$ cat src/rtl/iexu_fifo.sv
// small first-in first-out queue of words
module iexu_fifo #(
	parameter int Depth = 2,
	parameter int Width = 8
) (
	input  logic             clk,
	input  logic             arst_n,
	input  logic             push,
	input  logic [Width-1:0] wdata,
	output logic             full,
	input  logic             pop,
	output logic [Width-1:0] rdata,
	output logic             empty
);
	localparam int PtrW = (Depth > 1) ? $clog2(Depth) : 1;
	localparam int CntW = $clog2(Depth + 1);

	logic [Width-1:0] mem_q [0:Depth-1];
	logic [PtrW-1:0]  wr_ptr_q;
	logic [PtrW-1:0]  rd_ptr_q;
	logic [CntW-1:0]  count_q;
	logic             do_push;
	logic             do_pop;

	assign full    = (count_q == CntW'(Depth));
	assign empty   = (count_q == '0);
	assign do_push = push && !full;
	assign do_pop  = pop && !empty;
	assign rdata   = mem_q[rd_ptr_q];

	// word storage
	always_ff @(posedge clk) begin
		if (do_push) begin
			mem_q[wr_ptr_q] <= wdata;
		end
	end

	// pointers and fill count
	always_ff @(posedge clk or negedge arst_n) begin
		if (!arst_n) begin
			wr_ptr_q <= '0;
			rd_ptr_q <= '0;
			count_q  <= '0;
		end else begin
			if (do_push) begin
				wr_ptr_q <= (wr_ptr_q == PtrW'(Depth - 1)) ? '0 : wr_ptr_q + 1'b1;
			end
			if (do_pop) begin
				rd_ptr_q <= (rd_ptr_q == PtrW'(Depth - 1)) ? '0 : rd_ptr_q + 1'b1;
			end
			if (do_push && !do_pop) begin
				count_q <= count_q + 1'b1;
			end else if (do_pop && !do_push) begin
				count_q <= count_q - 1'b1;
			end
		end
	end

endmodule

$ cat config.mk
export PLATFORM = sky130hd
export DESIGN_NAME = iexu_fifo
export DESIGN_NICKNAME = d
export VERILOG_FILES = /design/src/rtl/iexu_fifo.sv
export SDC_FILE = /design/constraint.sdc
export NUM_CORES = 1
export LEC_CHECK = 0
export ABC_AREA = 1
export BUFFER_PORTS_ARGS = -buffer_cell sky130_fd_sc_hd__clkbuf_2
export CAP_MARGIN = 20
export CORE_UTILIZATION = 44
export DETAILED_ROUTE_END_ITERATION = 8
export MAX_ROUTING_LAYER = met4
export PLACE_DENSITY = 0.77
export SLEW_MARGIN = 20
export SYNTH_ARGS = -nofsm -noshare
export SYNTH_HDL_FRONTEND = slang
export SYNTH_SLANG_ARGS = --single-unit
export TNS_END_PERCENT = 20
$ cat constraint.sdc
create_clock -name clk -period 1.4 [get_ports clk]
set_input_delay 0.14 -clock clk [delete_from_list [all_inputs] [get_ports clk]]
set_output_delay 0.14 -clock clk [all_outputs]
set_load 0.01 [all_outputs]
; Word-level counts from Yosys, hierarchy flattened
; Memory sizes are Yosys's and may differ from the RTL's.
; Index checks and enable logic that the tools add are counted.
[classes]
addsub = 4
eq_ne = 1
n_mux = 6
reduce_logical = 10
[op_table]
columns = op, count
row1 = logical AND 1 bit, 4
row2 = zero test 1 bit, 4
row3 = 2-to-1 mux 1 bit, 4
row4 = 2-to-1 mux 2 bit, 2
row5 = "adder 1 bit, second input constant", 2
row6 = "adder 2 x 1 -> 2 bit, second input constant", 1
row7 = "== test 2 bit, second input constant", 1
row8 = zero test 2 bit, 1
row9 = nonzero test 2 bit, 1
row10 = "subtractor 2 x 1 -> 2 bit, second input constant", 1
[word_totals]
ff_bits = 4
ram_bits = 16
in_bits = 12
output_inout_bits = 10
elab_cells = 25
n_memories = 1
[mem_list]
columns = name, words, width, rd, rd_ports_with_merged_regs, wr, line_no
row1 = mem_q, 2, 8, 1, 0, 1, 18  ; logic [Width-1:0] mem_q [0:Depth-1];

; Longest topological paths before layout
; Gate-level depths: netlist of the first run.
[logic_depth]
ltp_word = 7
mapped_depth = 9
mapped_depth_nobuf = 9

; Worst setup path before layout of the first run
; No wires, ideal clock.
[synth_path]
kind = register -> register
start = reg count_q[1]
end = mem mem_q[1][0], enable pin
setup_ps = 371
t_arrival_ps = 951
setup_slack_ps = 78
path_stages_with_launch = 4
path_buffers = 0
path_cell_list = dfrtp_1 > inv_1 > o21ai_0 > nor2_1
[synth_between]
elab_chain_len = 5
[synth_rtl]
columns = element, line_no
row1 = "start, declared", 21  ; logic [CntW-1:0] count_q;
row2 = "start signal, assigned", 52  ; count_q <= count_q + 1'b1;
row3 = "start signal, assigned", 54  ; count_q <= count_q - 1'b1;
row4 = == test 2 bit, 25  ; assign full = (count_q == CntW'(Depth));
row5 = zero test 1 bit, 27  ; assign do_push = push && !full;
row6 = logical AND 1 bit, 27
row7 = 2-to-1 mux 1 bit, 33  ; if (do_push) begin
row8 = 2-to-1 mux 1 bit (implied by the code), 34  ; mem_q[wr_ptr_q] <= wdata;
row9 = "end, declared", 18
; No other way between the ends.

; Worst setup path in the final report of the first run
[layout_path]
start = reg count_q[0]
end = reg count_q[1]
[layout_between]
elab_chain_len = 6
elab_cells_between_ends = 15
cone_classes = 2 x add/sub / 1 x eq/ne / 2 x mux / 10 x reduce/logical
[layout_rtl]
columns = element, line_no
row1 = == test 2 bit or zero test 2 bit (tied branches), "25, 26"
row2 = zero test 1 bit (on tied branches), "27, 28"
row3 = logical AND 1 bit (on tied branches), "27, 28"
row4 = zero test 1 bit (on tied branches), "53, 51"
row5 = logical AND 1 bit (on tied branches), "53, 51"
row6 = nonzero test 2 bit (no source line) or 2-to-1 mux 2 bit (tied branches), n/a
; Several ways; a longest one is shown, not always the timed one. The select of a mux whose other input is x is not followed.
; A chain may end at the register's enable or synchronous reset.

==> results of run 1 <==
[worst min-delay path by stage]
stage / depth (start not counted) / start / end / slack [ps]
floorplan: 0 / arst_n / count_q[0] / -160
global placement: 1 / arst_n / wr_ptr_q / -50
detailed placement: 1 / arst_n / wr_ptr_q / -50
CTS: 1 / wdata[3] / mem_q[0][3] / 20
global route: 1 / wdata[7] / mem_q[0][7] / 5
finish: 1 / wdata[3] / mem_q[0][3] / 30
[cell families after synthesis]
kind of cell               count (synthesis)
DFF                                       20
AOI/OAI and AO/OA                          2
adders and majority gates                  1
and+or+nand+nor                           40
xor gates and xnor gates                   1
buffers and inverters                      9
[power groups by stage]
| stage | Clock, uW | Sequential, uW | Combinational (uW) |
|---|---|---|---|
| after floorplan | 0 | 897 | 503 |
| after global placement | 0 | 946 | 688 |
| after detailed placement | 0 | 955 | 716 |
| after CTS | 280 | 946 | 721 |
| after global routing | 314 | 930 | 899 |
| final | 269 | 916 | 784 |
[critical path, delay by kind of cell (launching register included)]
| kind | cells | cell delay, ps |
|---|---|---|
| adder cells (fa/ha/maj) | 1 | 300 |
| AND/OR/NAND/NOR | 5 | 420 |
| flip-flops | 1 | 460 |
| buffers and inverters | 1 | 80 |
[routing by layer]
layer | global-route usage (%) | wire length [um]
met4 | 10.91 | 35
met3 | 3.600 | 51
met5 | - | 0
met1 | 16.98 | 529
met2 | 24.12 | 668
[layout make-up]
class / count / area share (%)
inverters: 8 / 2.996
multi-input cells: 44 / 19.35
clock buffers: 4 / 2.622
well taps: 25 / 3.121
flip-flops and latches: 20 / 58.18
repair buffers: 25 / 13.73
[sequential cells by signal, summed over array words and instances, names as in the netlist]
name	cells
mem_q	16
count_q	2
rd_ptr_q	1
wr_ptr_q	1
[repair_timing]
item	4_1_cts	5_1_grt
endpoints found under the hold margin	4	0
hold buffers	1	0
resized for setup	2	2
setup endpoints to repair	9	17
gates cloned	0	0
setup buffers	0	2
pin swaps	0	0
[layout by cell type (no fill, tap or decap)]
cell type	n
buf_4	3
clkbuf_1	1
clkbuf_2	21
clkbuf_4	3
dfrtp_1	2
dfrtp_2	2
dlygate4sd3_1	1
edfxtp_1	16
ha_1	1
inv_1	6
inv_2	2
nand2_1	33
nand3_1	1
nand3b_1	1
nand4_1	1
nor2_1	2
nor2_2	2
o21ai_0	1
o21ai_1	1
xnor2_1	1
[per-stage QoR]
| stage | util, % | std cells | hold slack, ps | TNS [ps] | worst slack, ps |
|---|---|---|---|---|---|
| 2_1_floorplan | - | 73 | -155.6 | 0 | 78.40 |
| 3_3_place_gp | 54.93 | 119 | -45.39 | 0 | 25.65 |
| 3_5_place_dp | 54.93 | 119 | -46.89 | -38.25 | -38.25 |
| 4_1_cts | 57.10 | 124 | 22.32 | 0 | 19.65 |
| 5_1_grt | 58.04 | 126 | 5.458 | -60.35 | -60.35 |
| 6_report | 58.04 | 126 | 30.78 | 0 | 38.03 |
==> metrics.md, run 1 <==
| Metric | Value |
|---|---|
| Outcome | completed |
| Skew-Pair Late Insertion Delay | 290 ps |
| Global-route wire length before repair | 1.959 mm |
| CP max stage delay | roughly 460 ps |
| CTS Buf Count | 3 |
| RSZ-0062 raised after global routing | true |
| Die span in y | 44.90 um |
| CP Data Required Time | 1590 ps |
| Antenna violations before repair | 0 |
| Post-route cell area | between 1000 and 1500 um^2 |
| WL/cell | between 10 and 15 um |
| Syn Inst Count | 73 |
| Cell with the most instances after synthesis | nand2_1 |
| Most common library cells after synthesis | nand2_1 (33), edfxtp_1 (16), inv_1 (7) |
| Critical path fanouts, max | 7 |
| Synth Area in Adders | 1.546% |
| Worst path slowest cell | dfrtp_2 |
| Psw | 713.0 uW |
| Worst vdd ir | 1.094 mV |
| Reg-to-Reg End | count_q[1] |
| WS Path Type | flop to flop |
| Critical Path End | count_q[1] |
| Die ar. | 2016 um^2 |
| Top FF cell, synth | edfxtp_1 |
| Max Buffers Root-to-Sink | 2 |
| Sequential share of power | 46.5% |
| Antenna diode count | 0 |
| GR Util All Layers | 15.28% |
| Top cells by area, synth | edfxtp_1 (59%), nand2_1 (15%), dfrtp_1 (12%), inv_1 (3.2%), ha_1 (1.5%) |
| Simple-gate portion of the synthesized area | 20.09% |
| Tmin final | 1362 ps |
| Xor and xnor area share after synthesis | 1.082% |
| Syn Area/Cell | around 11 um^2 |
| Area after DPL | 948.4 um^2 |
| Yosys reg bits | 20 |
| Syn Nets | 86 |
| Fmax | 734.2 MHz |
| Synth cell types | 14 |
| CTS Sinks | 20 |
| Sequential fraction of the synthesis area | 71.72% |
| Share of cells above drive strength 1 | 32.67% |
| Register Area | 583.1 um^2 |
| Clk slew on worst S/H paths | approximately 100 ps |
| Num ports | 22 |
| Reg2reg path depth | 7 |
| Fill cells | 163 |
| Worst EP arrival | 1550 ps |
| Post-synth top area share | 59.35% |
| Final hold vios | 0 |
| Worst Setup SP | count_q[0] |
| Vias/cell | ~4.4 |
| Vias in the first global route | 472 |
| Root Driver | clkbuf_4 |
| Horiz. Die Dim | 44.90 um |
| CTS H-tree depth | 1 |
| Rows | 15 |
| Final ANT Viol Nets | 0 |
| Max Slew Vio Count | 0 |
| Post-Route WL | about 1.3 mm |
| Global route overflow | 0 |
| Area grow syn2layout | 23.80% |
| HPWL after DPL | roughly 970 um |
| Pint | about 1300 uW |
| Via count | between 500 and 600 |
| Max Cap Viol | 0 |
| Maximum number of pins on one net before global-route repair | 12 |
| TritonCTS clock tree | built |
| DR pass1 iterations | 3 |
| Yosys warning total | 0 |
| DR DRC count | 0 |
| Post-synth EDFFs | 16 |
| Multi-input logic area | 193.9 um^2 |
| Post-synthesis async set-or-reset flop share | between 20% and 30% |
| Initial Util | a little under half |
| CP Capture Type | flop |
| Main combinational cell family by area after synthesis | simple AND/OR/NAND/NOR gates |
| Compound-cell area share of the yosys netlist | 1.236% |
| Cell taking the most area after synthesis | edfxtp_1 |
| Clock power share | 13.7% |
| Crit path cell chain | nor2_2 -> nor2_2 -> ha_1 -> inv_1 -> nand3_1 -> nand2_1 -> nand2_1 |
| Flop-to-flop setup slack | 40 ps |
| Final worst clock skew | 4.471 ps |
| CORE AREA | 1727 um^2 |
| PD cells | 1965 nW/um^2 |
| IO buf count | 21 |
| Logic gate share of total power | 39.8% |
| Leak Pwr | 0.0004773 uW |
| Period utilisation layout | 97.28% |
| Switching Share | 36.21% |
| GP Congestion | 0.7026 |
| Post-synthesis mux area share | 0% |
| Worst setup SP type | flop |
| Worst min path class | primary input to flop |
| Final Setup Violations | 0 |
| Drt first-iter violations | 2 |
| Cell Area, Synth | 809.5 um^2 |
| Rel. slew slack | between 80 and 90% |
| Pwr Total | around 2000 uW |
| Worst slew pin tran | 272.1 ps |
| Final Net Count | 115 |
| Reg-to-reg startpoint | count_q[0] |
(Power assumes the default switching activity.)
==> inputs of run 2 (changes only) <==
--- a/config.mk
+++ b/config.mk
@@ -9,6 +9,7 @@
 export BUFFER_PORTS_ARGS = -buffer_cell sky130_fd_sc_hd__clkbuf_2
 export CAP_MARGIN = 20
 export CORE_UTILIZATION = 44
+export CTS_BUF_LIST = sky130_fd_sc_hd__clkbuf_4 sky130_fd_sc_hd__clkbuf_8 sky130_fd_sc_hd__clkbuf_16
 export DETAILED_ROUTE_END_ITERATION = 8
 export MAX_ROUTING_LAYER = met4
 export PLACE_DENSITY = 0.77
==> run 2 against run 1 <==
Global-route usage unchanged. Non-clock buffer count unchanged. Final cell count did not move. First-iteration DRC count unchanged. Die area did not move. Sequential power is essentially flat. Register-to-register slack about the same. Via count is 0.54% higher. Clock skew decreased by 2.5 ps. Combinational power barely moved. Critical path type unchanged. Highest routed layer unchanged.
==> metrics.md, run 2 (synthesis results as in run 1) <==
| Metric | Value |
|---|---|
| RSZ-0062 raised after global routing | true (unchanged) |
| Num ports | 22 (unchanged) |
| Reg-to-Reg End | count_q[1] (unchanged) |
| Max Cap Viol | 0 (unchanged) |
| Worst vdd ir | 1.094 mV (about the same) |
| CP max stage delay | 460 ps (about the same) |
| Vias in the first global route | 470 (was 472) |
| Maximum number of pins on one net before global-route repair | 12 (unchanged) |
| Fmax | 734.3 MHz (was 734.2 MHz) |
| Via count | 560 (was 557) |
| Final Setup Violations | 0 (unchanged) |
| Pwr Total | 1985 uW (was 1969 uW) |
| CTS H-tree depth | 1 (unchanged) |
| DR DRC count | 0 (unchanged) |
| Antenna diode count | 0 (unchanged) |
| Worst setup SP type | flop (unchanged) |
| Final ANT Viol Nets | 0 (unchanged) |
| GR Util All Layers | 15.28% (unchanged) |
| Horiz. Die Dim | 44.90 um (unchanged) |
| HPWL after DPL | 971.6 um (unchanged) |
| Drt first-iter violations | 2 (unchanged) |
| Most frequent cells in the layout | nand2_1 (33), clkbuf_2 (21), edfxtp_1 (16), inv_1 (6), clkbuf_4 (4) (was nand2_1 (33), clkbuf_2 (21), edfxtp_1 (16), inv_1 (6)) |
| WL/cell | 10.16 um (was 10.18 um) |
| Reg2reg path depth | 7 (unchanged) |
| Worst path slowest cell | dfrtp_2 (unchanged) |
| Register Area | 583.1 um^2 (unchanged) |
| CTS Sinks | 20 (unchanged) |
| Vias/cell | 4.444 (was 4.421) |
| TritonCTS clock tree | built (unchanged) |
| CP Depth | 7 (unchanged) |
| Antenna violations before repair | 0 (unchanged) |
| Skew-Pair Late Insertion Delay | 290 ps (about the same) |
| Worst EP arrival | 1550 ps (about the same) |
| Share of cells above drive strength 1 | 33.66% (was 32.67%) |
| Crit path cell chain | nor2_2 -> nor2_2 -> ha_1 -> inv_1 -> nand3_1 -> nand2_1 -> nand2_1 (unchanged) |
| Final hold vios | 0 (unchanged) |
| Global-route wire length before repair | 1.959 mm (unchanged) |
| Max Slew Vio Count | 0 (unchanged) |
| Flop-to-flop setup slack | 40 ps (about the same) |
| Final Net Count | 115 (unchanged) |
| DR pass1 iterations | 4 (was 3) |
| Worst min path class | primary input to flop (unchanged) |
| Buffers and inverters on the worst path | 1 (unchanged) |
| CTS Buf Count | 3 (unchanged) |
| Initial Util | 46.88% (unchanged) |
| GP Congestion | 0.7026 (unchanged) |
| Reg-to-reg startpoint | count_q[0] (unchanged) |
| Rows | 15 (unchanged) |
| Tmin final | 1362 ps (about the same) |
| Die ar. | 2016 um^2 (unchanged) |
| Biggest regs | mem_q: 16 flops, count_q: 2 flops (unchanged) |
| PD cells | 1974 nW/um^2 (was 1965 nW/um^2) |
| Most common cell after layout, fill and taps aside | nand2_1 (unchanged) |
| CP Capture Type | flop (unchanged) |
| Period utilisation layout | 97.28% (about the same) |
| IO buf count | 21 (unchanged) |
| Rel. slew slack | 81.58% (was 81.67%) |
| Largest Register | mem_q (unchanged) |
| Outcome | completed (unchanged) |
| Area grow syn2layout | 24.27% (was 23.80%) |
| Top delay family on crit path | flip-flops (unchanged) |
| Hold slack final | 33.61 ps (was 30.78 ps) |
| Worst Hold Depth | 1 (unchanged) |
| WS Path Type | flop to flop (unchanged) |
| Max Buffers Root-to-Sink | 2 (unchanged) |
| Global route overflow | 0 (unchanged) |
| CP Data Required Time | 1590 ps (about the same) |
| Critical path fanouts, max | 7 (unchanged) |
| Largest register FFs | 16 (unchanged) |
| Root Driver | clkbuf_4 (unchanged) |
| Worst min-delay path endpoint | mem_q[0][3] (unchanged) |
| Worst slew pin tran | 273.4 ps (was 272.1 ps) |
| Fill cells | 164 (was 163) |
| Final worst clock skew | 2.010 ps (was 4.471 ps) |
| Leak Pwr | 0.0004807 uW (was 0.0004773 uW) |
| Die span in y | 44.90 um (unchanged) |
| CORE AREA | 1727 um^2 (unchanged) |
| Min-Delay Startpoint | wdata[3] (unchanged) |
| Post-Route WL | 1.280 mm (was 1.283 mm) |
| Multi-input logic area | 193.9 um^2 (unchanged) |
| Clk slew on worst S/H paths | 100 ps (about the same) |
==> run 2: cell counts in the layout (fill, tap and decap cells not counted) <==
Identical to the previous run, type by type.
==> run 2: layout make-up <==
cell class	count	area share [%]
multi-input combinational	44	19.28
tap	25	3.109
clock buffer	4	2.985
timing repair buffer	25	13.68
sequential	20	57.96
inverter	8	2.985
==> run 2: through the flow <==
| step | util, % | setup WS, ps | std cells | TNS, ps | instance area (um^2) |
|---|---|---|---|---|---|
| 2_1_floorplan | - | 78.40 | 73 | 0 | 809.5 |
| 3_3_place_gp | 54.93 | 25.65 | 119 | 0 | 948.4 |
| 3_5_place_dp | 54.93 | -38.25 | 119 | -38.25 | 948.4 |
| 4_1_cts | 57.32 | 19.65 | 124 | 0 | 989.7 |
| 5_1_grt | 58.26 | -60.35 | 126 | -60.35 | 1006 |
| 6_report | 58.26 | 38.07 | 126 | 0 | 1006 |
==> run 2: what timing repair did <==
| item | in CTS | in global routing |
|---|---|---|
| gates resized for setup | 2 | 2 |
| endpoints found under the hold margin | 4 | 0 |
| setup buffers | 0 | 2 |
| hold buffers | 1 | 0 |
| setup endpoints to repair | 9 | 17 |
==> run 2: worst reg2reg max path, stage by stage (launching register included) <==
cell     delay [ps]
dfrtp_2         460
nor2_2          170
nor2_2           60
ha_1            300
inv_1            80
nand3_1          80
nand2_1          60
nand2_1          50
==> run 2: metal layers <==
| layer | part of all wire, % | global-route usage [%] | vias to the layer above |
|---|---|---|---|
| met3 | 4.0 | 3.600 | 4 |
| met2 | 52 | 24.12 | 15 |
| li1 | - | - | 293 |
| met4 | 2.7 | 10.91 | 0 |
| met5 | 0 | - | - |
| met1 | 41 | 16.98 | 248 |
==> run 2: how the worst max path moves through the flow <==
stage | end | startpoint | slack (ps)
detailed placement | count_q[1] | count_q[0] | -40
CTS | count_q[1] | count_q[0] | 20
global route | count_q[1] | count_q[1] | -60
floorplan | mem_q[1][0] | count_q[1] | 80
finish | count_q[1] | count_q[0] | 40
global placement | count_q[1] | count_q[0] | 30
==> run 2: where the power goes <==
part	switching, uW	internal [uW]
clock network	155	130
logic	470	314
registers	84.4	832
total	710	1280
