===== src/rtl/iexu_pkg.sv =====
// shared types, codes and constants of the integer execute unit
package iexu_pkg;

	localparam int XLEN        = 64;
	localparam int REG_COUNT   = 31;
	localparam int QUEUE_DEPTH = 2;
	localparam logic [4:0] ZERO_REG = 5'd31;

	// instruction codes as they arrive on the mode field
	typedef enum logic [4:0] {
		M_HALT   = 5'd0,
		M_ADD_I  = 5'd1,
		M_ADDS_I = 5'd2,
		M_SUB_I  = 5'd3,
		M_SUBS_I = 5'd4,
		M_ADD_R  = 5'd5,
		M_ADDS_R = 5'd6,
		M_SUB_R  = 5'd7,
		M_SUBS_R = 5'd8,
		M_AND    = 5'd9,
		M_BIC    = 5'd10,
		M_ORR    = 5'd11,
		M_ORN    = 5'd12,
		M_EOR    = 5'd13,
		M_EON    = 5'd14,
		M_ANDS   = 5'd15,
		M_BICS   = 5'd16,
		M_MADD   = 5'd17,
		M_MSUB   = 5'd18,
		M_MOVZ   = 5'd19,
		M_MOVN   = 5'd20,
		M_MOVK   = 5'd21,
		M_BEQ    = 5'd22,
		M_BNE    = 5'd23,
		M_BGE    = 5'd24,
		M_BLT    = 5'd25,
		M_BGT    = 5'd26,
		M_BLE    = 5'd27,
		M_B      = 5'd28,
		M_BR     = 5'd29,
		M_NOP    = 5'd30,
		M_NOP_ALT = 5'd31
	} mode_e;

	typedef enum logic [3:0] {
		OP_HALT, OP_ADDSUB, OP_LOGIC, OP_MUL, OP_MOV, OP_BCOND, OP_B, OP_BR, OP_NOP
	} op_class_e;

	typedef enum logic [1:0] {LOG_AND, LOG_ORR, LOG_EOR} logic_op_e;
	typedef enum logic [1:0] {MOV_Z, MOV_N, MOV_K} mov_kind_e;
	typedef enum logic [2:0] {COND_EQ, COND_NE, COND_GE, COND_LT, COND_GT, COND_LE} cond_e;
	typedef enum logic [1:0] {SH_LSL, SH_LSR, SH_ASR, SH_ROR} shift_e;

	// classified instruction word held between front and back
	typedef struct packed {
		op_class_e          cls;
		logic               wide;
		logic [4:0]         rd;
		logic [4:0]         rm;
		logic [4:0]         ra;
		logic [4:0]         addr_a;
		logic               use_imm;
		logic               sub;
		logic               setf;
		logic_op_e          lop;
		logic               invert;
		mov_kind_e          mov;
		cond_e              cond;
		shift_e             skind;
		logic [5:0]         samt;
		logic [15:0]        imm;
		logic               immhi;
		logic [1:0]         hw;
		logic signed [25:0] offset;
	} uop_t;

	// retired result word
	typedef struct packed {
		logic            wen;
		logic [4:0]      widx;
		logic [XLEN-1:0] wval;
		logic            n;
		logic            z;
		logic            c;
		logic            v;
		logic [XLEN-1:0] next_pc;
		logic            halted;
	} result_t;

endpackage


===== src/rtl/iexu_fifo.sv =====
// small first-in first-out queue of words
module iexu_fifo #(
	parameter int Depth = 2,
	parameter int Width = 8
) (
	input  logic             clk,
	input  logic             arst_n,
	input  logic             push,
	input  logic [Width-1:0] wdata,
	output logic             full,
	input  logic             pop,
	output logic [Width-1:0] rdata,
	output logic             empty
);
	localparam int PtrW = (Depth > 1) ? $clog2(Depth) : 1;
	localparam int CntW = $clog2(Depth + 1);

	logic [Width-1:0] mem_q [0:Depth-1];
	logic [PtrW-1:0]  wr_ptr_q;
	logic [PtrW-1:0]  rd_ptr_q;
	logic [CntW-1:0]  count_q;
	logic             do_push;
	logic             do_pop;

	assign full    = (count_q == CntW'(Depth));
	assign empty   = (count_q == '0);
	assign do_push = push && !full;
	assign do_pop  = pop && !empty;
	assign rdata   = mem_q[rd_ptr_q];

	// word storage
	always_ff @(posedge clk) begin
		if (do_push) begin
			mem_q[wr_ptr_q] <= wdata;
		end
	end

	// pointers and fill count
	always_ff @(posedge clk or negedge arst_n) begin
		if (!arst_n) begin
			wr_ptr_q <= '0;
			rd_ptr_q <= '0;
			count_q  <= '0;
		end else begin
			if (do_push) begin
				wr_ptr_q <= (wr_ptr_q == PtrW'(Depth - 1)) ? '0 : wr_ptr_q + 1'b1;
			end
			if (do_pop) begin
				rd_ptr_q <= (rd_ptr_q == PtrW'(Depth - 1)) ? '0 : rd_ptr_q + 1'b1;
			end
			if (do_push && !do_pop) begin
				count_q <= count_q + 1'b1;
			end else if (do_pop && !do_push) begin
				count_q <= count_q - 1'b1;
			end
		end
	end

endmodule


===== src/rtl/iexu_front.sv =====
// front end: accepts instruction words, classifies them and queues them
module iexu_front import iexu_pkg::*; #(
	parameter int Depth = QUEUE_DEPTH
) (
	input  logic               clk,
	input  logic               arst_n,
	input  logic [4:0]         mode,
	input  logic               wide,
	input  logic [4:0]         dest_register,
	input  logic [4:0]         first_source,
	input  logic [4:0]         second_source,
	input  logic [4:0]         addend_source,
	input  logic [1:0]         shift_kind,
	input  logic [5:0]         shift_distance,
	input  logic [15:0]        unsigned_immediate,
	input  logic               immediate_high,
	input  logic [1:0]         halfword_select,
	input  logic signed [25:0] branch_offset,
	input  logic               push,
	output logic               full,
	output logic               head_valid,
	output uop_t               head_uop,
	input  logic               head_pop
);
	uop_t                  uop;
	logic [$bits(uop_t)-1:0] head_bits;
	logic                  q_empty;

	// decode the mode into an operation class and its controls
	always_comb begin
		uop.cls     = OP_NOP;
		uop.wide    = wide;
		uop.rd      = dest_register;
		uop.rm      = second_source;
		uop.ra      = addend_source;
		uop.addr_a  = first_source;
		uop.use_imm = 1'b0;
		uop.sub     = 1'b0;
		uop.setf    = 1'b0;
		uop.lop     = LOG_AND;
		uop.invert  = 1'b0;
		uop.mov     = MOV_Z;
		uop.cond    = COND_EQ;
		uop.skind   = shift_e'(shift_kind);
		uop.samt    = shift_distance;
		uop.imm     = unsigned_immediate;
		uop.immhi   = immediate_high;
		uop.hw      = halfword_select;
		uop.offset  = branch_offset;
		case (mode_e'(mode))
			M_HALT:   uop.cls = OP_HALT;
			M_ADD_I:  begin uop.cls = OP_ADDSUB; uop.use_imm = 1'b1; end
			M_ADDS_I: begin uop.cls = OP_ADDSUB; uop.use_imm = 1'b1; uop.setf = 1'b1; end
			M_SUB_I:  begin uop.cls = OP_ADDSUB; uop.use_imm = 1'b1; uop.sub = 1'b1; end
			M_SUBS_I: begin
				uop.cls = OP_ADDSUB; uop.use_imm = 1'b1; uop.sub = 1'b1; uop.setf = 1'b1;
			end
			M_ADD_R:  uop.cls = OP_ADDSUB;
			M_ADDS_R: begin uop.cls = OP_ADDSUB; uop.setf = 1'b1; end
			M_SUB_R:  begin uop.cls = OP_ADDSUB; uop.sub = 1'b1; end
			M_SUBS_R: begin uop.cls = OP_ADDSUB; uop.sub = 1'b1; uop.setf = 1'b1; end
			M_AND:    uop.cls = OP_LOGIC;
			M_BIC:    begin uop.cls = OP_LOGIC; uop.invert = 1'b1; end
			M_ORR:    begin uop.cls = OP_LOGIC; uop.lop = LOG_ORR; end
			M_ORN:    begin uop.cls = OP_LOGIC; uop.lop = LOG_ORR; uop.invert = 1'b1; end
			M_EOR:    begin uop.cls = OP_LOGIC; uop.lop = LOG_EOR; end
			M_EON:    begin uop.cls = OP_LOGIC; uop.lop = LOG_EOR; uop.invert = 1'b1; end
			M_ANDS:   begin uop.cls = OP_LOGIC; uop.setf = 1'b1; end
			M_BICS:   begin uop.cls = OP_LOGIC; uop.invert = 1'b1; uop.setf = 1'b1; end
			M_MADD:   uop.cls = OP_MUL;
			M_MSUB:   begin uop.cls = OP_MUL; uop.sub = 1'b1; end
			M_MOVZ:   uop.cls = OP_MOV;
			M_MOVN:   begin uop.cls = OP_MOV; uop.mov = MOV_N; end
			M_MOVK:   begin uop.cls = OP_MOV; uop.mov = MOV_K; uop.addr_a = dest_register; end
			M_BEQ:    uop.cls = OP_BCOND;
			M_BNE:    begin uop.cls = OP_BCOND; uop.cond = COND_NE; end
			M_BGE:    begin uop.cls = OP_BCOND; uop.cond = COND_GE; end
			M_BLT:    begin uop.cls = OP_BCOND; uop.cond = COND_LT; end
			M_BGT:    begin uop.cls = OP_BCOND; uop.cond = COND_GT; end
			M_BLE:    begin uop.cls = OP_BCOND; uop.cond = COND_LE; end
			M_B:      uop.cls = OP_B;
			M_BR:     uop.cls = OP_BR;
			default:  uop.cls = OP_NOP;
		endcase
	end

	// queue toward the back end
	iexu_fifo #(
		.Depth (Depth),
		.Width ($bits(uop_t))
	) u_queue (
		.clk    (clk),
		.arst_n (arst_n),
		.push   (push),
		.wdata  (uop),
		.full   (full),
		.pop    (head_pop),
		.rdata  (head_bits),
		.empty  (q_empty)
	);

	assign head_uop   = uop_t'(head_bits);
	assign head_valid = !q_empty;

endmodule


===== config.mk =====
export PLATFORM = sky130hd
export DESIGN_NAME = iexu_front
export DESIGN_NICKNAME = d
export VERILOG_FILES = /design/src/rtl/iexu_pkg.sv /design/src/rtl/iexu_fifo.sv /design/src/rtl/iexu_front.sv
export SDC_FILE = /design/constraint.sdc
export NUM_CORES = 1
export LEC_CHECK = 0
export ABC_AREA = 1
export BUFFER_PORTS_ARGS = -buffer_cell sky130_fd_sc_hd__buf_4
export CAP_MARGIN = 40
export CELL_PAD_IN_SITES_DETAIL_PLACEMENT = 0
export CELL_PAD_IN_SITES_GLOBAL_PLACEMENT = 1
export CORE_AREA = 2 2 146 148
export CTS_CLUSTER_DIAMETER = 30
export DETAILED_ROUTE_END_ITERATION = 8
export DIE_AREA = 0 0 148 150
export HOLD_SLACK_MARGIN = 0.06
export PLACE_DENSITY = 0.77
export SYNTH_ARGS = -nofsm -noshare
export SYNTH_HDL_FRONTEND = slang
export SYNTH_SLANG_ARGS = --single-unit
export TNS_END_PERCENT = 5

===== constraint.sdc =====
create_clock -name clk -period 5.2 [get_ports clk]
set_input_delay 0.52 -clock clk [delete_from_list [all_inputs] [get_ports clk]]
set_output_delay 0.52 -clock clk [all_outputs]
set_load 0.005 [all_outputs]

* Word-level counts from Yosys, hierarchy flattened
Memory sizes are Yosys's and may differ from the RTL's.
Cells that the tools add are included.
** Cells by class
- Reduce and logical (&&, ||, !) cells :: 22
- Add/sub/neg operators :: 4
- Equal/unequal tests :: 30
- Mux-type cells :: 15
** Operator list (number)
- $eq A5 B5 Y1 const B :: 14
- $eq A5 B4 Y1 const B :: 8
- $pmux W4 S8 :: 1
- $eq A5 B3 Y1 const B :: 4
- $reduce_or A8 Y1 :: 2
- $pmux W3 S5 :: 1
- $reduce_or A6 Y1 :: 2
- $eq A5 B2 Y1 const B :: 2
- $mux W1 :: 8
- $pmux W2 S2 :: 2
- $reduce_or A4 Y1 :: 2
- $reduce_or A2 Y1 :: 3
- $eq A5 B1 Y1 const B :: 1
- $logic_not A5 Y1 :: 1
- $mux W5 :: 1
- $reduce_or A5 Y1 :: 1
- $logic_and A1 B1 Y1 :: 4
- $logic_not A1 Y1 :: 4
- $mux W2 :: 2
- $reduce_or A3 Y1 :: 1
- $add A1 B1 Y1 const B :: 2
- $add A2 B1 Y2 const B :: 1
- $eq A2 B2 Y1 const B :: 1
- $logic_not A2 Y1 :: 1
- 2 further kinds :: 2
** Word-level totals
- Memories kept :: 1
- Word-level logic and storage cells :: 75
- Memory bits (writable) :: 178
- Input port bits :: 83
- Output and inout port bits :: 91
- Register bits :: 4
** Memory list
- u_queue.mem_q :: words 2, bits a word 89, rd ports 1, clocked after memory_dff 0, wr ports 1, line iexu_fifo.sv:18 : logic [Width-1:0] mem_q [0:Depth-1];

* Longest topological paths before layout
Gate-level depths: netlist of run 1.
- Depth after elaboration :: 7
- Gate-level depth with buffers :: 8
- Gate-level depth less buffers :: 7

* By module
From an unflattened synthesis of run 1, not the netlist that was laid out.
** Unflattened totals
- Cells, all modules :: 588
- Area, all modules :: 7165.6 µm²
** Modules (own cells, without submodules)
- iexu_fifo :: area an instance 6744.0 µm², instances 1, cells an instance 496, seq. area each 5445.2 µm²
- iexu_front :: area an instance 421.7 µm², instances 1, cells an instance 92, seq. area each 0.0 µm²

* Least setup slack after synthesis of run 1
Ideal clock, no wire load.
- Kind :: input-to-reg
- From :: input push
- To :: memory u_queue.mem_q[1][0] (netlist bit) (enable)
- Arrival :: 4391 ps
- Data required time :: 4661 ps
- Setup slack :: 270 ps
- Setup time :: 539 ps
- Stages on the path :: 2
- Path buffers :: 0
- Path through :: o21ai_0 nor2_1
** On the way
- Longest elaborated chain between the ends :: 3
** Ends and longest elaborated chain
- from (decl) :: line iexu_front.sv:19 : input logic push,
- $logic_and A1 B1 Y1 :: line iexu_fifo.sv:27 : assign do_push = push && !full;
- $mux W1 :: line iexu_fifo.sv:33 : if (do_push) begin
- $mux W1 (not written as such) :: line iexu_fifo.sv:34 : mem_q[wr_ptr_q] <= wdata;
- to (decl) :: line iexu_fifo.sv:18
Every way passes these cells.

==> metrics.md, run 1 <==
| Metric | Value |
|---|---|
| Status | completed |
| Most frequent cells in the layout | nand2_1 (301), edfxtp_1 (178), buf_4 (175), nor2_1 (18), clkbuf_16 (17) |
| Largest net degree at the start of global routing | just over 60 |
| CTS Buf Count | 17 |
| Synthesized instance count | a little under 600 |
| Final HPWL DP | 10,000 µm |
| Gr usage total | 0.140 |
| P&R area growth vs syn | 32.0% |
| Pwr Density | between 500 and 600 mW/mm² |
| Peak Freq | approximately 360 MHz |
| Setup bufs post-CTS | 0 |
| TritonCTS Sinks | approximately 180 |
| Flop pwr share | 0.418 |
| Via-to-Cell Ratio | 4.41 |
| CP arrival | between 2 and 2.5 ns |
| Antenna-violating nets left | 0 |
| Root Buffer | clkbuf_16 |
| Critical Path Fanout Max | 47 |
| Core area | between 0.02 and 0.025 mm² |
| DR iter-0 viols | approximately 230 |
| Switching share of power | 0.316 |
| Avg Synthesized Cell Area | about 12 µm² |
| Rel. slew slack | 0.500 |
| Combinational Power Share | 0.335 |
| NumNets Final | 844 |
| Worst hold path cell count | 1 |
| Synth Cell Area | 0.00707 mm² |
| Compound-Gate Fraction of Synth Area | 0.0111 |
| Fraction of synthesized area in multiplexers | 0 |
| Cell Count, Final, Fillers Out | between 1,000 and 1,500 |
| Reg2Reg Depth | 5 |
| Most common cell after layout, fill and taps aside | nand2_1 |
| HP Start | shift_kind[1] |
| Largest family of logic cells by synthesized area | simple AND/OR/NAND/NOR gates |
| Slew at the pin with the worst max-slew slack | ~0.74 ns |
| Die width | 148 µm |
| Setup TNS Final | 0 ns |
| Ports | 174 |
| Share of layout cells above drive strength 1 | 0.290 |
| Synth Register Bits | 182 |
| # DRC | 0 |
| Hold slack | ~0.28 ns |
| Initial Util | 0.342 |
| Final hold vios | 0 |
| Clock Skew | 0.00743 ns |
| Synth Area in Adders | 0.00177 |
| CP endpoint kind | output port |
| Synth unique cells | 26 |
| Post-Route WL | 15,300 µm |
| DRT Pass-1 Iters | 4 |
| Switch Pwr | roughly 1600 µW |
| Cell Count Post-Placement | ~1,000 |
| Crit path kind | reg -> out |
| Hold Path Class | in -> reg |
| Final worst path period share | 0.540 |
| Post-Synth XOR/XNOR Area | 0.00372 |
| Clock share of power | 0.248 |
| CP Data Required Time | around 4.7 ns |
| Sequential fraction of the synthesis area | 0.770 |
| Warnings from Yosys | 0 |
| Initial antenna violation count | 0 |
| Global-route wire length before repair | around 24,000 µm |
| Diode count | 0 |
| Final cell utilization of the core | 0.451 |
| Peak supply drop | roughly 0.25 mV |
| R2R Setup Slk | 3.00 ns |
| GRT overflow | 0 |
| Mean routed wirelength per cell | between 10 and 15 µm |
| Clock Latency Late Sink | just over 0.4 ns |
| Setup crit start kind | flop |
| P_leak | about 0.0040 µW |
| RSZ-0062 raised after global routing | false |
| Hold path endpoint | u_queue.mem_q[1][52] |
| Simple-gate portion of the synthesized area | 0.191 |
| Worst reg2reg endpoint | u_queue.mem_q[1][29] |
| Synth Net Count | between 600 and 700 |
| H-tree depth | 4 |
| Row count | 53 |
| Finish-stage setup viols | 0 |
| Pint | approximately 3400 µW |
| CTS Buffer Depth | 2 |
| Die area | around 0.022 mm² |
| Chip Height | about 150 µm |
| Vias | ~4,600 |
| Max-Cap Viols | 0 |
| Vias in the first global route | approximately 4,600 |
| Clk pin slew, worst setup/hold paths | around 0.07 ns |
| Max-slew violations | 0 |
| PortBufs | roughly 170 |
| Fin crit period | between 2 and 3 ns |
| RePlAce Congestion | 0.821 |
| CTS tree | done |
| Reg-to-reg startpoint | u_queue.count_q[1] |
-- sequential cells by signal (all words and copies together), names as in the netlist --
signal            cells
u_queue.rd_ptr_q      1
u_queue.count_q       2
u_queue.mem_q       178
u_queue.wr_ptr_q      1
-- worst max-delay path, cell delays in order, from the launching register on --
cell and delay [ns]:
dfrtp_4 0.48, clkinv_2 0.48, buf_4 0.52, nand2_1 0.10, nand2_1 0.13, buf_4 0.12
-- through the flow --
step                      total power [µW]  area [µm²]  worst slack, ns
final                                 4970        9330             2.39
after floorplan                       2900        7070            0.270
after CTS                             5060        9330             2.33
after global placement                3760        8690             2.71
after detailed placement              3820        8760             2.79
after global routing                  5300        9330             2.20
-- area by class of cell --
| cell class | count | area (µm²) |
|---|---|---|
| multi-input cells | 362 | 1480 |
| fillers | 1939 | 11400 |
| clock inverters | 15 | 143 |
| repair buffers | 181 | 1430 |
| clock buffers | 17 | 425 |
| well taps | 275 | 344 |
| flip-flops and latches | 182 | 5450 |
| inverters | 16 | 61.3 |
-- power by group through the flow --
stage	sequential (µW)	combinational, µW	clock, µW
floorplan	2140	761	0
global placement	2100	1650	0
detailed placement	2110	1710	0
CTS	2080	1720	1260
global route	2110	1870	1330
finish	2080	1660	1230
-- metal layers --
metal / routed length (µm) / global-route usage
met5: 0 / 0
met4: 159 / 0.0429
met3: 969 / 0.0399
met2: 7430 / 0.232
met1: 6700 / 0.178
-- Yosys cell counts, drive strengths merged --
| library cell | n | area (µm²) |
|---|---|---|
| a21o | 1 | 7.51 |
| clkbuf | 13 | 48.8 |
| and2 | 1 | 6.26 |
| nand3 | 10 | 50.1 |
| inv | 16 | 60.1 |
| xnor2 | 1 | 8.76 |
| nand2 | 303 | 1150 |
| nand4 | 3 | 18.8 |
| xor2 | 2 | 17.5 |
| dfrtp | 4 | 100 |
| o22ai | 1 | 6.26 |
| nor3 | 3 | 15.0 |
| o21ai | 7 | 35.0 |
| edfxtp | 178 | 5350 |
| a21oi | 3 | 15.0 |
| ha | 1 | 12.5 |
| o21a | 2 | 15.0 |
| buf | 9 | 51.3 |
| nor2 | 24 | 110 |
-- kinds of logic (layout without fill, tap and decap cells) --
| family | count (synthesis) | in the layout |
|---|---|---|
| simple gates | 344 | 344 |
| flops | 182 | 182 |
| buf+inv | 38 | 229 |
| compound gates | 14 | 14 |
| xor+xnor | 3 | 3 |
| fa+ha+maj | 1 | 1 |
-- how the worst max path moves through the flow --
stage | startpoint | to | cells after the start
5_1_grt | u_queue.rd_ptr_q | head_uop[30] | 5
6_report | u_queue.rd_ptr_q | head_uop[13] | 5
3_5_place_dp | u_queue.rd_ptr_q | head_uop[13] | 5
2_1_floorplan | push | u_queue.mem_q[1][0] | 2
4_1_cts | u_queue.rd_ptr_q | head_uop[13] | 5
3_3_place_gp | push | u_queue.mem_q[1][44] | 4
-- repair_timing --
action                                  CTS  global route
endpoints found under the setup margin    0             0
hold buffers                              1             0
hold endpoints to repair                  4             0
gates resized for setup                   0             0
No activity file was read; power rests on OpenSTA's default activity.
==> run 2, diff against run 1 <==
--- a/config.mk
+++ b/config.mk
@@ -5,17 +5,17 @@
 export SDC_FILE = /design/constraint.sdc
 export NUM_CORES = 1
 export LEC_CHECK = 0
-export ABC_AREA = 1
+export ABC_AREA = 0
 export BUFFER_PORTS_ARGS = -buffer_cell sky130_fd_sc_hd__buf_4
 export CAP_MARGIN = 40
 export CELL_PAD_IN_SITES_DETAIL_PLACEMENT = 0
 export CELL_PAD_IN_SITES_GLOBAL_PLACEMENT = 1
-export CORE_AREA = 2 2 146 148
+export CORE_AREA = 2 2 145 147
 export CTS_CLUSTER_DIAMETER = 30
 export DETAILED_ROUTE_END_ITERATION = 8
-export DIE_AREA = 0 0 148 150
+export DIE_AREA = 0 0 147 149
 export HOLD_SLACK_MARGIN = 0.06
-export PLACE_DENSITY = 0.77
+export PLACE_DENSITY = 0.71
 export SYNTH_ARGS = -nofsm -noshare
 export SYNTH_HDL_FRONTEND = slang
 export SYNTH_SLANG_ARGS = --single-unit
==> constraint.sdc (replaced) <==
create_clock -name clk -period 2.8 [get_ports clk]
set_input_delay 0.28 -clock clk [delete_from_list [all_inputs] [get_ports clk]]
set_output_delay 0.28 -clock clk [all_outputs]
set_load 0.005 [all_outputs]
==> metrics.md, run 2 <==
| Metric | Value |
|---|---|
| Die area | about 0.022 mm² |
| Most frequent cells in the layout | edfxtp_1 (178), buf_4 (176), mux2_2 (89), dlygate4sd3_1 (70), clkbuf_16 (17) |
| CTS tree | done |
| Diode count | 0 |
| CTS Buf Count | 17 |
| EDFF count, synth | approximately 180 |
| Crit path buffers/inverters | 2 |
| Initial antenna violation count | 1 |
| Antenna-violating nets left | 0 |
| Crit path kind | reg -> out |
| Clock Skew | 0.00421 ns |
| Biggest regs | u_queue.mem_q x178, u_queue.count_q x2 |
| Hold Path Class | in -> reg |
| Max reg flops | 178 |
| Post-route design area | ~0.0099 mm² |
| Final HPWL DP | 9060 µm |
| Mean routed wirelength per cell | 16.0 µm |
| Vias in the first global route | about 4,300 |
| Sequential fraction of the synthesis area | 0.779 |
| CTS Buffer Depth | 2 |
| Gr usage total | 0.130 |
| Top cells by area, synth | edfxtp_1 (76%), mux2_2 (14%), dfrtp_1 (1.4%), buf_2 (1.0%), mux2_1 (0.81%) |
| Avg Synthesized Cell Area | between 15 and 20 µm² |
| Final hold vios | 0 |
| Row count | between 50 and 60 |
| PortBufs | 173 |
| Via-to-Cell Ratio | roughly 4.5 |
| Ports | around 170 |
| Final worst path period share | 0.800 |
| TritonCTS Sinks | 182 |
| Critical Path Fanout Max | 38 |
| Global-route wire length before repair | between 20,000 and 25,000 µm |
| NumNets Final | around 690 |
| Slew at the pin with the worst max-slew slack | around 0.73 ns |
| Die width | between 100 and 150 µm |
| Pwr Density | ~900 mW/mm² |
| Peak Freq | roughly 450 MHz |
| P_leak | 0.00366 µW |
| Post-Route WL | 14,300 µm |
| Synth unique cells | 39 |
| Total power | between 8000 and 9000 µW |
| Setup crit start kind | flop |
| Area leader, netlist | edfxtp_1 |
| Setup bufs post-CTS | 0 |
| Clock Latency Late Sink | a little over 0.4 ns |
| Synth Net Count | 440 |
| H-tree depth | 4 |
| Max-slew violations | 0 |
| Clk pin slew, worst setup/hold paths | about 0.07 ns |
| List of most frequent post-synthesis cells | edfxtp_1 (178), mux2_2 (89), buf_2 (14), nand2_1 (6), nor2_1 (6) |
| Status | completed |
| RePlAce Congestion | 0.706 |
| Post-synth ARST share | 0.0220 |
| Crit-path leading delay family | flip-flops |
| Top reg by flops | u_queue.mem_q |
| Most used standard cell by instance count after synthesis | edfxtp_1 |
| Largest net degree at the start of global routing | between 50 and 60 |
| Ys flop type | edfxtp_1 |
| Share of the synthesized area in the top cell type | 0.765 |
| Share of layout cells above drive strength 1 | 0.487 |
| DR iter-0 viols | roughly 110 |
| Post-DP Area | 0.00864 mm² |
| DRT Pass-1 Iters | 4 |
| Fin crit period | between 2 and 2.5 ns |
| # DRC | 0 |
| CP max stage delay | 0.69 ns |
| Cell breakdown of the critical path | buf_12 > mux2_2 > buf_4 |
| Synthesized instance count | between 300 and 400 |
| RSZ-0062 raised after global routing | false |
| Vias | 4,004 |
| Synth Cell Area | about 0.0070 mm² |
| Synth Register Bits | about 180 |
| Peak supply drop | 0.406 mV |
| Initial Util | 0.340 |
| CP arrival | between 1.5 and 2 ns |
| Core area | a little over 0.02 mm² |
| Chip Height | 149 µm |
| Warnings from Yosys | 0 |
| Max-Cap Viols | 0 |
| Slowest cell on the critical path | dfrtp_4 |
| Rel. slew slack | 0.511 |
| CP endpoint kind | output port |
| GRT overflow | 0 |
| CP Data Required Time | between 2 and 3 ns |
| Finish-stage setup viols | 0 |
| Root Buffer | clkbuf_16 |
| Most common cell after layout, fill and taps aside | edfxtp_1 |
| P&R area growth vs syn | 41.0% |
-- run 2: cell types whose count changed in the layout (fill, tap and decap cells not counted), moves of 5 or more --
cell	previous run	this run
dlygate4sd3_1	1	70
inv_1	12	4
mux2_1	0	5
mux2_2	0	89
nand2_1	301	6
nand3_1	10	2
nor2_1	18	5
-- run 2: power breakdown --
| part | internal (µW) | switching [µW] | total (µW) |
|---|---|---|---|
| Clock | 1130 | 968 | 2100 |
| Sequential | 3730 | 223 | 3950 |
| Combinational | 1580 | 1210 | 2790 |
| Total | 6440 | 2400 | 8840 |
-- run 2: path summary, 6_finish.rpt --
kind / to / from / cells past startpoint / slack [ns]
worst max-delay path: head_uop[24] / u_queue.rd_ptr_q / 3 / 0.56
worst min-delay path: u_queue.mem_q[1][67] / first_source[3] / 2 / 0.18
worst max register to register: u_queue.mem_q[0][7] / u_queue.count_q[0] / 4 / 0.99
worst min register to register: u_queue.count_q[1] / u_queue.count_q[1] / 1 / 0.49
max in group asynchronous: u_queue.rd_ptr_q / arst_n / 2 / 2.48
min in group asynchronous: u_queue.count_q[0] / arst_n / 2 / 0.20
-- run 2: per-layer routing --
metal | part of all wire | global-route usage | vias to the layer above
met1 | 0.40 | 0.148 | 1979
met4 | 0.011 | 0.0375 | 2
li1 | - | - | 1900
met3 | 0.062 | 0.0459 | 13
met5 | 0.00091 | 0 | -
met2 | 0.53 | 0.232 | 110
-- run 2: worst register-to-register path, cell delays in order (launching register included) --
cell      delay (ns)
dfrtp_1         0.40
nand2b_1        0.17
nand2_1         0.14
nor2_4          0.11
buf_4           0.57
-- run 2: area by class of cell --
cell class | count | area, µm²
tap | 275 | 344
multi-input combinational | 153 | 1450
clock buffer | 19 | 433
timing repair buffer | 249 | 2080
fill | 1798 | 10700
inverter | 4 | 15.0
sequential | 182 | 5450
clock inverter | 13 | 82.6
-- run 2: kinds of logic after synthesis --
logic type               share of synthesized area
flip-flops                                   0.779
multiplexers                                 0.151
AND/OR/NAND/NOR                             0.0285
buffers and inverters                       0.0149
AO/OA/AOI/OAI                               0.0158
XOR/XNOR                                   0.00877
adder cells (fa/ha/maj)                    0.00179
-- run 2: what timing repair did --
item	in CTS	in global routing
hold buffers	70	0
hold endpoints to repair	142	0
gates resized for setup	0	0
setup endpoints to repair	0	0
-- run 2: stage by stage --
stage | cells | util | hold slack (ns) | worst slack, ns | setup TNS (ns)
floorplan | 356 | - | -0.0156 | -0.306 | -27.22
CTS | 895 | 0.480 | 0.156 | 0.509 | 0
finish | 895 | 0.480 | 0.180 | 0.560 | 0
global route | 895 | 0.480 | 0.160 | 0.446 | 0
detailed placement | 793 | 0.420 | 0.0830 | 0.957 | 0
global placement | 793 | 0.420 | 0.0838 | 0.990 | 0
==> run 3, diff against run 2 <==
--- a/config.mk
+++ b/config.mk
@@ -15,7 +15,7 @@
 export DETAILED_ROUTE_END_ITERATION = 8
 export DIE_AREA = 0 0 147 149
 export HOLD_SLACK_MARGIN = 0.06
-export PLACE_DENSITY = 0.71
+export PLACE_DENSITY = 0.73
 export SYNTH_ARGS = -nofsm -noshare
 export SYNTH_HDL_FRONTEND = slang
 export SYNTH_SLANG_ARGS = --single-unit
==> constraint.sdc (replaced) <==
create_clock -name clk -period 2 [get_ports clk]
set_input_delay 0.2 -clock clk [delete_from_list [all_inputs] [get_ports clk]]
set_output_delay 0.2 -clock clk [all_outputs]
set_load 0.005 [all_outputs]
==> metrics.md, run 3 (synthesis results as in run 2) <==
| Metric | Value |
|---|---|
| Most common cell after layout, fill and taps aside | edfxtp_1 |
| Row count | 53 |
| Gr usage total | 0.131 |
| CTS Buf Count | 17 |
| CP arrival | between 1.5 and 2 ns |
| H-tree depth | 4 |
| Rel. slew slack | 0.739 |
| Post-route design area | 0.00996 mm² |
| Post-DP Area | slightly below 0.009 mm² |
| Ports | 174 |
| Hold Path Class | in -> reg |
| Peak Freq | around 530 MHz |
| Mean routed wirelength per cell | ~16 µm |
| Biggest regs | u_queue.mem_q x178, u_queue.count_q x2 |
| Final HPWL DP | about 9000 µm |
| Antenna-violating nets left | 0 |
| Final worst path period share | 0.940 |
| Post-Route WL | about 14,000 µm |
| Most frequent cells in the layout | edfxtp_1 (178), buf_4 (173), mux2_2 (89), dlygate4sd3_1 (70), clkbuf_16 (17) |
| CTS Hold Bufs | 70 |
| P&R area growth vs syn | 42.5% |
| Final cell utilization of the core | 0.485 |
| Clock Skew | 0.00887 ns |
| TritonCTS Sinks | about 180 |
| Max-Cap Viols | 0 |
| CP Data Required Time | approximately 1.8 ns |
| Critical Path Fanout Max | between 40 and 50 |
| Clock Latency Late Sink | approximately 0.42 ns |
| Share of layout cells above drive strength 1 | 0.489 |
| Initial Util | 0.340 |
| Vias in the first global route | between 4,000 and 5,000 |
| Slew at the pin with the worst max-slew slack | 0.388 ns |
| Largest net degree at the start of global routing | 53 |
| GRT overflow | 0 |
| Resize count post-CTS | 0 |
| Total power | 12,700 µW |
| Final hold vios | 0 |
| Pwr Density | approximately 1300 mW/mm² |
| DRT Pass-1 Iters | 4 |
| CTS tree | done |
| CP endpoint kind | output port |
| Setup TNS Final | 0 ns |
| Peak supply drop | around 0.6 mV |
| Max reg flops | 178 |
| Crit path kind | reg -> out |
| Top reg by flops | u_queue.mem_q |
| RSZ-0062 raised after global routing | false |
| Setup bufs post-CTS | 0 |
| PortBufs | about 170 |
| Clk pin slew, worst setup/hold paths | roughly 0.060 ns |
| Finish-stage setup viols | 0 |
| Die width | ~150 µm |
| Global-route wire length before repair | around 22,000 µm |
| CTS Buffer Depth | 2 |
| Setup crit start kind | flop |
| NumNets Final | about 690 |
| Chip Height | roughly 150 µm |
| Core area | around 0.02 mm² |
| Vias | around 4,000 |
| Die area | between 0.02 and 0.025 mm² |
| DR iter-0 viols | 160 |
| Via-to-Cell Ratio | 4.51 |
| Root Buffer | clkbuf_16 |
| RePlAce Congestion | ~0.80 |
| Max-slew violations | 0 |
| Initial antenna violation count | 1 |
| Fin crit period | ~1.9 ns |
| P_leak | about 0.0037 µW |
| Status | completed |
| # DRC | 0 |
run 3: cell count changes in the layout (fill, tap and decap cells not counted), sizes merged:
cell    change
bufinv      +2
clkinv      -2
diode       +1
run 3: worst paths after layout:
kind                                     from                 end  slack [ns]  cells past startpoint
min in group asynchronous              arst_n  u_queue.count_q[0]        0.14                      2
setup reg to reg           u_queue.count_q[0]  u_queue.count_q[1]        0.50                      6
hold / removal                           push    u_queue.wr_ptr_q        0.09                      3
setup / recovery             u_queue.rd_ptr_q        head_uop[11]        0.12                      3
max in group asynchronous              arst_n    u_queue.rd_ptr_q        1.74                      2
hold reg to reg            u_queue.count_q[0]  u_queue.count_q[0]        0.55                      1
run 3: metal layers:
metal	global-route usage	vias up	wire (µm)	part of all wire
li1	-	1900	-	-
met1	0.153	2023	5960	0.42
met2	0.233	107	7420	0.52
met3	0.0425	8	751	0.053
met4	0.0385	0	128	0.0090
met5	0	-	0	0
run 3: where the power goes:
part	leakage [µW]	internal, µW	switching [µW]
clock network	0.000270	1840	1360
registers	0.00171	5220	212
logic	0.00172	2290	1810
total	0.00370	9340	3390
run 3: metrics by stage:
| step | setup WS (ns) | hold WS [ns] | instances |
|---|---|---|---|
| detailed placement | 0.500 | 0.00154 | 793 |
| global placement | 0.522 | -0.00173 | 793 |
| CTS | 0.0799 | 0.0664 | 895 |
| floorplan | -0.337 | -0.0956 | 356 |
| global route | 0.0357 | 0.0712 | 895 |
| finish | 0.119 | 0.0920 | 896 |
run 3: final cells by class:
| type | instances | area [µm²] |
|---|---|---|
| fill | 1770 | 10600 |
| sequential | 182 | 5450 |
| inverter | 4 | 15.0 |
| clock buffer | 19 | 433 |
| clock inverter | 13 | 131 |
| timing repair buffer | 249 | 2120 |
| multi-input combinational | 153 | 1470 |
| tap | 275 | 344 |
| antenna | 1 | 2.50 |
run 3: worst max-delay path: stages (launching register included):
cell     delay (ns)
dfrtp_4        0.44
buf_12         0.27
mux2_2         0.39
buf_4          0.14
